`config.mk`:
```
export PLATFORM = sky130hd
export DESIGN_NAME = tsa_ctrl
export DESIGN_NICKNAME = d
export VERILOG_FILES = /design/src/sv/tsa_pkg.sv /design/src/sv/tsa_ctrl.sv
export SDC_FILE = /design/constraint.sdc
export NUM_CORES = 1
export LEC_CHECK = 0
export BUFFER_PORTS_ARGS = -buffer_cell sky130_fd_sc_hd__buf_2
export CAP_MARGIN = 30
export CELL_PAD_IN_SITES_DETAIL_PLACEMENT = 1
export CELL_PAD_IN_SITES_GLOBAL_PLACEMENT = 2
export CORE_UTILIZATION = 32
export CTS_BUF_LIST = sky130_fd_sc_hd__clkbuf_4
export DETAILED_ROUTE_END_ITERATION = 12
export PLACE_DENSITY_LB_ADDON = 0.25
export RECOVER_POWER = 25
export SKIP_LAST_GASP = 1
export SLEW_MARGIN = 20
export SYNTH_ARGS = -nofsm -noshare
export SYNTH_HDL_FRONTEND = slang
export SYNTH_SLANG_ARGS = --single-unit
```
`constraint.sdc`:
```
create_clock -name clk -period 2.33 [get_ports clk]
set_input_delay 0.466 -clock clk [delete_from_list [all_inputs] [get_ports clk]]
set_output_delay 0.466 -clock clk [all_outputs]
set_load 0.02 [all_outputs]
```
`src/sv/tsa_pkg.sv`:
```
// ---------------------------------------------------------------------------
// Taylor sine package
// Shared types, constants and constant tables for the Taylor-series sine
// controller and datapath.
// ---------------------------------------------------------------------------
package tsa_pkg;

  localparam int FRAC_BITS = 28;

  // Largest number of terms that is summed; larger counts are clamped.
  localparam logic [3:0] MAX_TERMS = 4'd8;

  // Term magnitudes are held at 2^61.
  localparam logic [61:0] TERM_CAP = 62'h2000_0000_0000_0000;

  // Running sum is held within +/-2^62.
  localparam logic signed [63:0] ACC_CAP = 64'sh4000_0000_0000_0000;
  localparam logic signed [63:0] ACC_MIN = -ACC_CAP;

  // Signed 48-bit output limits.
  localparam logic signed [63:0] OUT_MAX = 64'sh0000_7FFF_FFFF_FFFF;
  localparam logic signed [63:0] OUT_MIN = 64'shFFFF_8000_0000_0000;

  // Rounding constant for a product scaled down by 2^FRAC_BITS.
  localparam logic [127:0] RND_HALF = 128'd1 << (FRAC_BITS - 1);

  // Reciprocals floor(2^64 / d) for the divisors (2k)(2k+1).
  localparam logic [64:0] TWO_POW_64 = 65'd1 << 64;
  localparam logic [63:0] RECIP_K1 = 64'(TWO_POW_64 / 65'd6);
  localparam logic [63:0] RECIP_K2 = 64'(TWO_POW_64 / 65'd20);
  localparam logic [63:0] RECIP_K3 = 64'(TWO_POW_64 / 65'd42);
  localparam logic [63:0] RECIP_K4 = 64'(TWO_POW_64 / 65'd72);
  localparam logic [63:0] RECIP_K5 = 64'(TWO_POW_64 / 65'd110);
  localparam logic [63:0] RECIP_K6 = 64'(TWO_POW_64 / 65'd156);
  localparam logic [63:0] RECIP_K7 = 64'(TWO_POW_64 / 65'd210);

  // Operand pair presented to the shared multiplier.
  typedef enum logic [1:0] {
    MUL_SQ,
    MUL_TERM,
    MUL_DIV
  } mul_sel_t;

  typedef enum logic [3:0] {
    S_IDLE,
    S_SQ,
    S_SQ_WAIT,
    S_SQ_DONE,
    S_TM_MUL,
    S_TM_WAIT,
    S_TM_RND,
    S_DV_MUL,
    S_DV_WAIT,
    S_DV_FIX1,
    S_DV_FIX2,
    S_SUM,
    S_OUT
  } state_t;

  // Commands from the controller to the datapath.
  typedef struct packed {
    logic       load;
    logic       mul_en;
    mul_sel_t   mul_sel;
    logic [1:0] chunk;
    logic       acc_clr;
    logic       sq_done;
    logic       rnd;
    logic       fix1;
    logic       fix2;
    logic       sum_add;
    logic       out_load;
    logic [2:0] k;
  } cmd_t;

  // Status from the datapath to the controller.
  typedef struct packed {
    logic out_free;
  } status_t;

  // Divisor (2k)(2k+1) of term k.
  function automatic logic [7:0] divisor(input logic [2:0] k);
    logic [7:0] d;
    case (k)
      3'd1: d = 8'd6;
      3'd2: d = 8'd20;
      3'd3: d = 8'd42;
      3'd4: d = 8'd72;
      3'd5: d = 8'd110;
      3'd6: d = 8'd156;
      3'd7: d = 8'd210;
      default: d = 8'd1;
    endcase
    return d;
  endfunction

  function automatic logic [63:0] recip(input logic [2:0] k);
    logic [63:0] r;
    case (k)
      3'd1: r = RECIP_K1;
      3'd2: r = RECIP_K2;
      3'd3: r = RECIP_K3;
      3'd4: r = RECIP_K4;
      3'd5: r = RECIP_K5;
      3'd6: r = RECIP_K6;
      3'd7: r = RECIP_K7;
      default: r = '1;
    endcase
    return r;
  endfunction

endpackage

```
`src/sv/tsa_ctrl.sv`:
```
// ---------------------------------------------------------------------------
// Taylor sine controller
// Holds the term count register and sequences the datapath through the
// squaring, term multiply, division and summing steps.
// ---------------------------------------------------------------------------
module tsa_ctrl (
  input  logic             clk,
  input  logic             rst,
  input  logic             cfg_write,
  input  logic [3:0]       cfg_data,
  input  logic             in_valid,
  output logic             in_stall,
  input  tsa_pkg::status_t status,
  output tsa_pkg::cmd_t    cmd
);

  tsa_pkg::state_t state;
  tsa_pkg::state_t state_next;
  logic [3:0]      term_count;
  logic [3:0]      n;
  logic [3:0]      n_next;
  logic [2:0]      k;
  logic [2:0]      k_next;
  logic [1:0]      cnt;
  logic [1:0]      cnt_next;
  logic            last_term;

  always_ff @(posedge clk) begin
    if (rst) begin
      state      <= tsa_pkg::S_IDLE;
      term_count <= 4'd5;
      n          <= '0;
      k          <= '0;
      cnt        <= '0;
    end else begin
      state <= state_next;
      n     <= n_next;
      k     <= k_next;
      cnt   <= cnt_next;
      if (cfg_write) begin
        term_count <= cfg_data;
      end
    end
  end

  assign last_term = ({1'b0, k} + 4'd1) == n;

  always_comb begin
    state_next  = state;
    n_next      = n;
    k_next      = k;
    cnt_next    = cnt;
    cmd         = '0;
    cmd.mul_sel = tsa_pkg::MUL_SQ;
    cmd.k       = k;
    in_stall    = 1'b1;
    case (state)
      tsa_pkg::S_IDLE: begin
        in_stall = 1'b0;
        if (in_valid) begin
          cmd.load = 1'b1;
          n_next   = (term_count > tsa_pkg::MAX_TERMS) ? tsa_pkg::MAX_TERMS : term_count;
          state_next = (term_count == 4'd0) ? tsa_pkg::S_OUT : tsa_pkg::S_SQ;
        end
      end
      tsa_pkg::S_SQ: begin
        cmd.mul_en  = 1'b1;
        cmd.acc_clr = 1'b1;
        state_next  = tsa_pkg::S_SQ_WAIT;
      end
      tsa_pkg::S_SQ_WAIT: begin
        state_next = tsa_pkg::S_SQ_DONE;
      end
      tsa_pkg::S_SQ_DONE: begin
        cmd.sq_done = 1'b1;
        k_next      = 3'd1;
        cnt_next    = 2'd0;
        state_next  = (n == 4'd1) ? tsa_pkg::S_OUT : tsa_pkg::S_TM_MUL;
      end
      tsa_pkg::S_TM_MUL: begin
        cmd.mul_en  = 1'b1;
        cmd.mul_sel = tsa_pkg::MUL_TERM;
        cmd.chunk   = cnt;
        cmd.acc_clr = (cnt == 2'd0);
        cnt_next    = cnt + 2'd1;
        if (cnt == 2'd3) begin
          state_next = tsa_pkg::S_TM_WAIT;
        end
      end
      tsa_pkg::S_TM_WAIT: begin
        state_next = tsa_pkg::S_TM_RND;
      end
      tsa_pkg::S_TM_RND: begin
        cmd.rnd    = 1'b1;
        state_next = tsa_pkg::S_DV_MUL;
      end
      tsa_pkg::S_DV_MUL: begin
        cmd.mul_en  = 1'b1;
        cmd.mul_sel = tsa_pkg::MUL_DIV;
        cmd.chunk   = cnt;
        cmd.acc_clr = (cnt == 2'd0);
        cnt_next    = cnt + 2'd1;
        if (cnt == 2'd3) begin
          state_next = tsa_pkg::S_DV_WAIT;
        end
      end
      tsa_pkg::S_DV_WAIT: begin
        state_next = tsa_pkg::S_DV_FIX1;
      end
      tsa_pkg::S_DV_FIX1: begin
        cmd.fix1   = 1'b1;
        state_next = tsa_pkg::S_DV_FIX2;
      end
      tsa_pkg::S_DV_FIX2: begin
        cmd.fix2   = 1'b1;
        state_next = tsa_pkg::S_SUM;
      end
      tsa_pkg::S_SUM: begin
        cmd.sum_add = 1'b1;
        if (last_term) begin
          state_next = tsa_pkg::S_OUT;
        end else begin
          k_next     = k + 3'd1;
          state_next = tsa_pkg::S_TM_MUL;
        end
      end
      tsa_pkg::S_OUT: begin
        if (status.out_free) begin
          cmd.out_load = 1'b1;
          state_next   = tsa_pkg::S_IDLE;
        end
      end
      default: begin
        state_next = tsa_pkg::S_IDLE;
      end
    endcase
  end

endmodule

```
# Word level (Yosys, flattened, before mapping)
# Cells that the tools add are included.
# Widths: inputs -> output; s select.
# classes
n_reduce_logical	10
n_mux	25
n_addsub	3
order_cmp	1
eq_ne	20
# ops
op	n
$pmux 4 s13	1
$mux 4	8
$eq 4x4->1 const B	5
$eq 4x3->1 const B	4
$mux 1	11
$ne 2x2->1 const B	5
$eq 4x1->1 const B	2
$eq 4x2->1 const B	2
$logic_not 4->1	2
$pmux 4 s2	1
$pmux 3 s2	1
$add 3x1->4 const B	1
$eq 4x4->1	1
$gt 4x4->1 const B	1
$pmux 2 s2	1
$reduce_and 2->1	2
$reduce_and 4->1	1
$reduce_bool 2->1	2
$add 3x1->3 const B	1
$mux 3	1
$reduce_or 3->1	1
$add 2x1->2 const B	1
$eq 2x2->1 const B	1
$logic_not 2->1	1
other kinds (2)	2
# totals
input_bits	9
regBits	17
out_inout_bits	17
word_cells	64

# Longest topological paths before layout
# logic_depth
ltp_word	4
depth_mapped	5
ltp_nobuf	5

# Worst setup path before layout
# OpenSTA, ideal clock, no wires.
# synth_path
path_type	reg-to-output
start	reg state[2]
end	out cmd[14] (netlist name)
n_path_buf	2
setup_slack_ns	0.330
required_time_ns	1.864
t_arrival_ns	1.534
path_stages_with_launch	6
path_cell_list	dfxtp_1 -> buf_2 -> clkbuf_1 -> xor2_1 -> nor2_1 -> a211oi_1
# synth_rtl
element	line	source
start, declared	tsa_ctrl.sv:17	tsa_pkg::state_t state;
start signal, assigned	tsa_ctrl.sv:30	state <= tsa_pkg::S_IDLE;
start signal, assigned	tsa_ctrl.sv:36	state <= state_next;
end, declared	tsa_ctrl.sv:14	output tsa_pkg::cmd_t cmd

==> flow_metrics.py <==
metrics = {
    "setup_path": {
        "cp-end-kind": "primary output",
        "critical_path.max_fanout": 10,
        "critical_path_class": "reg2out",
        "worstPathRequired_ns": 1.86,
        "start_kind": "register",
        "crit_arrival_ns": 1.69,
        "crit_slowest_cell": "dfxtp_1",
        "crit_chain": "xnor2_1, nor2b_2, and2_1, buf_2",
        "slowest_delay_ns": 0.53,
    },
    "timing": {
        "rsz0062_at_grt": "no",
        "final.setup.tns_ns": 0,
        "tightest_slew_ns": 0.733,
        "finalCritPeriodShare_pct": 92.4,
        "fin_skew_ns": 0.00367,
        "setup_viol": 0,
        "maxSlewHeadroom_pct": 51.1,
        "min_period_ns": 2.15,
        "drv_slew": 0,
        "fmax_mhz": 464,
        "hold_viol_final": 0,
    },
    "clocking": {
        "cts.sinks": 17,
        "clkLatencyLatePin_ns": 0.29,
        "htree_levels": 1,
        "tritoncts": "done",
        "clk_pin_slew_ns": 0.11,
        "ctsHoldBuffers": 0,
        "postCtsSetupBuffers": 0,
        "clockBufferDepth": 2,
        "cts_root_buf": "clkbuf_4",
        "cts_buffers": 3,
    },
    "power": {
        "p_leak_nw": 0.577,
        "power_frac_comb_pct": 35.9,
        "power_mw": 0.786,
        "ir_drop_v": 0.000198,
        "pwr_density_cell_nw_per_um2": 572,
        "sw_frac_of_total_pct": 37.6,
        "p_int_mw": 0.491,
        "p_switching_mw": 0.296,
        "seqPwrFrac_pct": 43.1,
        "clkPwrFrac_pct": 21.0,
    },
    "detailed_routing": {
        "firstDrtPassIters": 4,
        "vias": 1144,
        "viasPerCell": 5.30,
        "routed_wl_mm": 3.10,
        "drtAntennaViolNets": 0,
        "drt_iter0_markers": 30,
        "wl_per_cell_um": 14.4,
        "drc": 0,
    },
    "synth": {
        "netlist_area_um2": 1160,
        "ys_types": 46,
        "ys.flop_type": "dfxtp_1",
        "async_reset_ff_share_pct": 0,
        "synth_seq_area_share_pct": 29.2,
        "yosys_warnings": 0,
        "synth_fa_ha_area_share_pct": 3.23,
        "syn-num-nets": 156,
        "synth_top_family_by_area": "simple AND/OR/NAND/NOR gates",
        "synth-seq-cells": 17,
        "synthSimpleGateAreaFrac_pct": 31.6,
        "synth_compound_area_share_pct": 20.6,
        "synth_edf_count": 0,
        "synth_mux_area_share_pct": 4.30,
        "synth_xor_area_share_pct": 4.52,
        "synthCells": 144,
        "syn_avg_cell_area_um2": 8.08,
    },
    "floorplan": {
        "coreArea_um2": 3420,
        "std_cell_rows": 21,
        "die_area_um2": 3880,
        "chipHeight_um": 62.3,
        "initial_utilization_pct": 34.1,
        "boundaryPins": 26,
        "die_w_um": 62.3,
    },
    "grt": {
        "grt.overflow.total": 0,
        "grt_pass1_vias": 1107,
        "grt_antenna_before_repair": 0,
        "track_usage_pct": 16.7,
        "grt_pass1_wl_mm": 5.28,
        "grt_max_degree": 21,
    },
    "min_path": {
        "min_path_type": "in2reg",
    },
    "status": {
        "status": "finished, final reports clean",
    },
    "placement": {
        "place_inst": 212,
        "dp_hpwl_mm": 2.35,
        "numPortBuffers": 25,
        "place_congestion": 0.756,
    },
    "layout": {
        "drive_gt1_share_pct": 24.7,
        "final_core_util_pct": 40.3,
        "final_cells": 216,
        "final_nets": 183,
        "syn_to_final_growth_pct": 18.2,
        "diodes": 0,
    },
    "run": {
        "max-cap-violations": 0,
    },
}
registers in the layout, summed over array words and instances (netlist names):
signal,cells
k,3
cnt,2
term_count,4
n,4
state,4
through the flow:
step | hold WS (ns) | worst slack [ns] | instance area [um2]
after floorplan | 0.452 | 0.330 | 1160
after global placement | 0.476 | 0.460 | 1350
after detailed placement | 0.490 | 0.373 | 1350
after CTS | 0.367 | 0.0314 | 1370
after global routing | 0.369 | 0.0108 | 1380
final | 0.386 | 0.177 | 1380
path summary, 6_finish.rpt:
path | end | from | cells after the start | slack [ns]
worst max-delay path | cmd[10] | state[0] | 4 | 0.18
worst min-delay path | term_count[0] | cfg_data[0] | 3 | 0.39
worst max register to register | k[0] | k[0] | 5 | 0.34
worst min register to register | n[2] | n[2] | 2 | 0.49
power groups by stage:
stage	sequential, mW	clock [mW]	combinational (mW)
after CTS	0.340	0.176	0.281
final	0.339	0.165	0.282
after global routing	0.344	0.192	0.312
after global placement	0.345	0	0.276
after detailed placement	0.346	0	0.280
after floorplan	0.339	0	0.201
synthesized netlist by cell type, types with 3 or more instances:
cell type	n	share of area (%)
dfxtp_1	17	29
nor2_1	16	5.2
nand2_1	12	3.9
a21oi_1	8	3.4
inv_1	8	2.6
clkbuf_1	5	1.6
mux2i_1	5	4.3
nand2b_1	5	2.7
a211oi_1	4	2.6
and2_1	4	2.2
nand3_1	4	1.7
xnor2_1	4	3.0
a31oi_1	3	1.6
and3b_1	3	2.3
buf_2	3	1.3
ha_1	3	3.2
nand4b_1	3	2.3
worst max-delay path: cells and delay by family (launching register included):
family | cells | cell delay [ns]
simple gates | 2 | 0.51
buf+inv | 1 | 0.15
xor+xnor | 1 | 0.20
flops | 1 | 0.53
layout make-up:
| cell class | count | area [um2] |
|---|---|---|
| inverter | 8 | 30.0 |
| multi-input combinational | 110 | 753 |
| clock buffer | 3 | 22.5 |
| clock inverter | 1 | 5.00 |
| sequential | 17 | 340 |
| fill | 438 | 2040 |
| timing repair buffer | 31 | 166 |
| tap | 46 | 57.6 |
cell families after synthesis:
logic type	after synthesis
AO/OA/AOI/OAI	32
XOR/XNOR	6
adder cells (fa/ha/maj)	3
buffers and inverters	17
flip-flops	17
multiplexers	5
AND/OR/NAND/NOR	64
placed cells by master (no fill, tap or decap), types with 2 or more instances in the layout:
cell	n
nand3_1	4
nor3_1	2
clkbuf_4	3
inv_1	8
mux2i_1	5
nor2_1	15
xnor2_1	4
buf_2	22
or2_2	2
a221o_1	2
nand2b_1	5
and2_1	4
xor2_1	2
a2111oi_0	2
nand2_1	12
nand4b_1	3
nand4_1	2
clkbuf_1	3
o21ai_0	2
ha_1	3
a211oi_1	4
a21oi_1	8
dfxtp_1	17
buf_4	6
and3b_1	3
a31oi_1	3
layer usage:
layer	GRT usage, %	share of wire (%)	vias up
li1	-	-	576
met5	0	0	-
met1	24.0	53	546
met4	6.10	0.64	0
met2	25.5	44	20
met3	2.02	2.7	2
what timing repair did:
| item | CTS | global route |
|---|---|---|
| endpoints found under the setup margin | 0 | 3 |
| endpoints found under the hold margin | 0 | 0 |
| resized for setup | 0 | 2 |
Power figures use the tool's default switching activity.
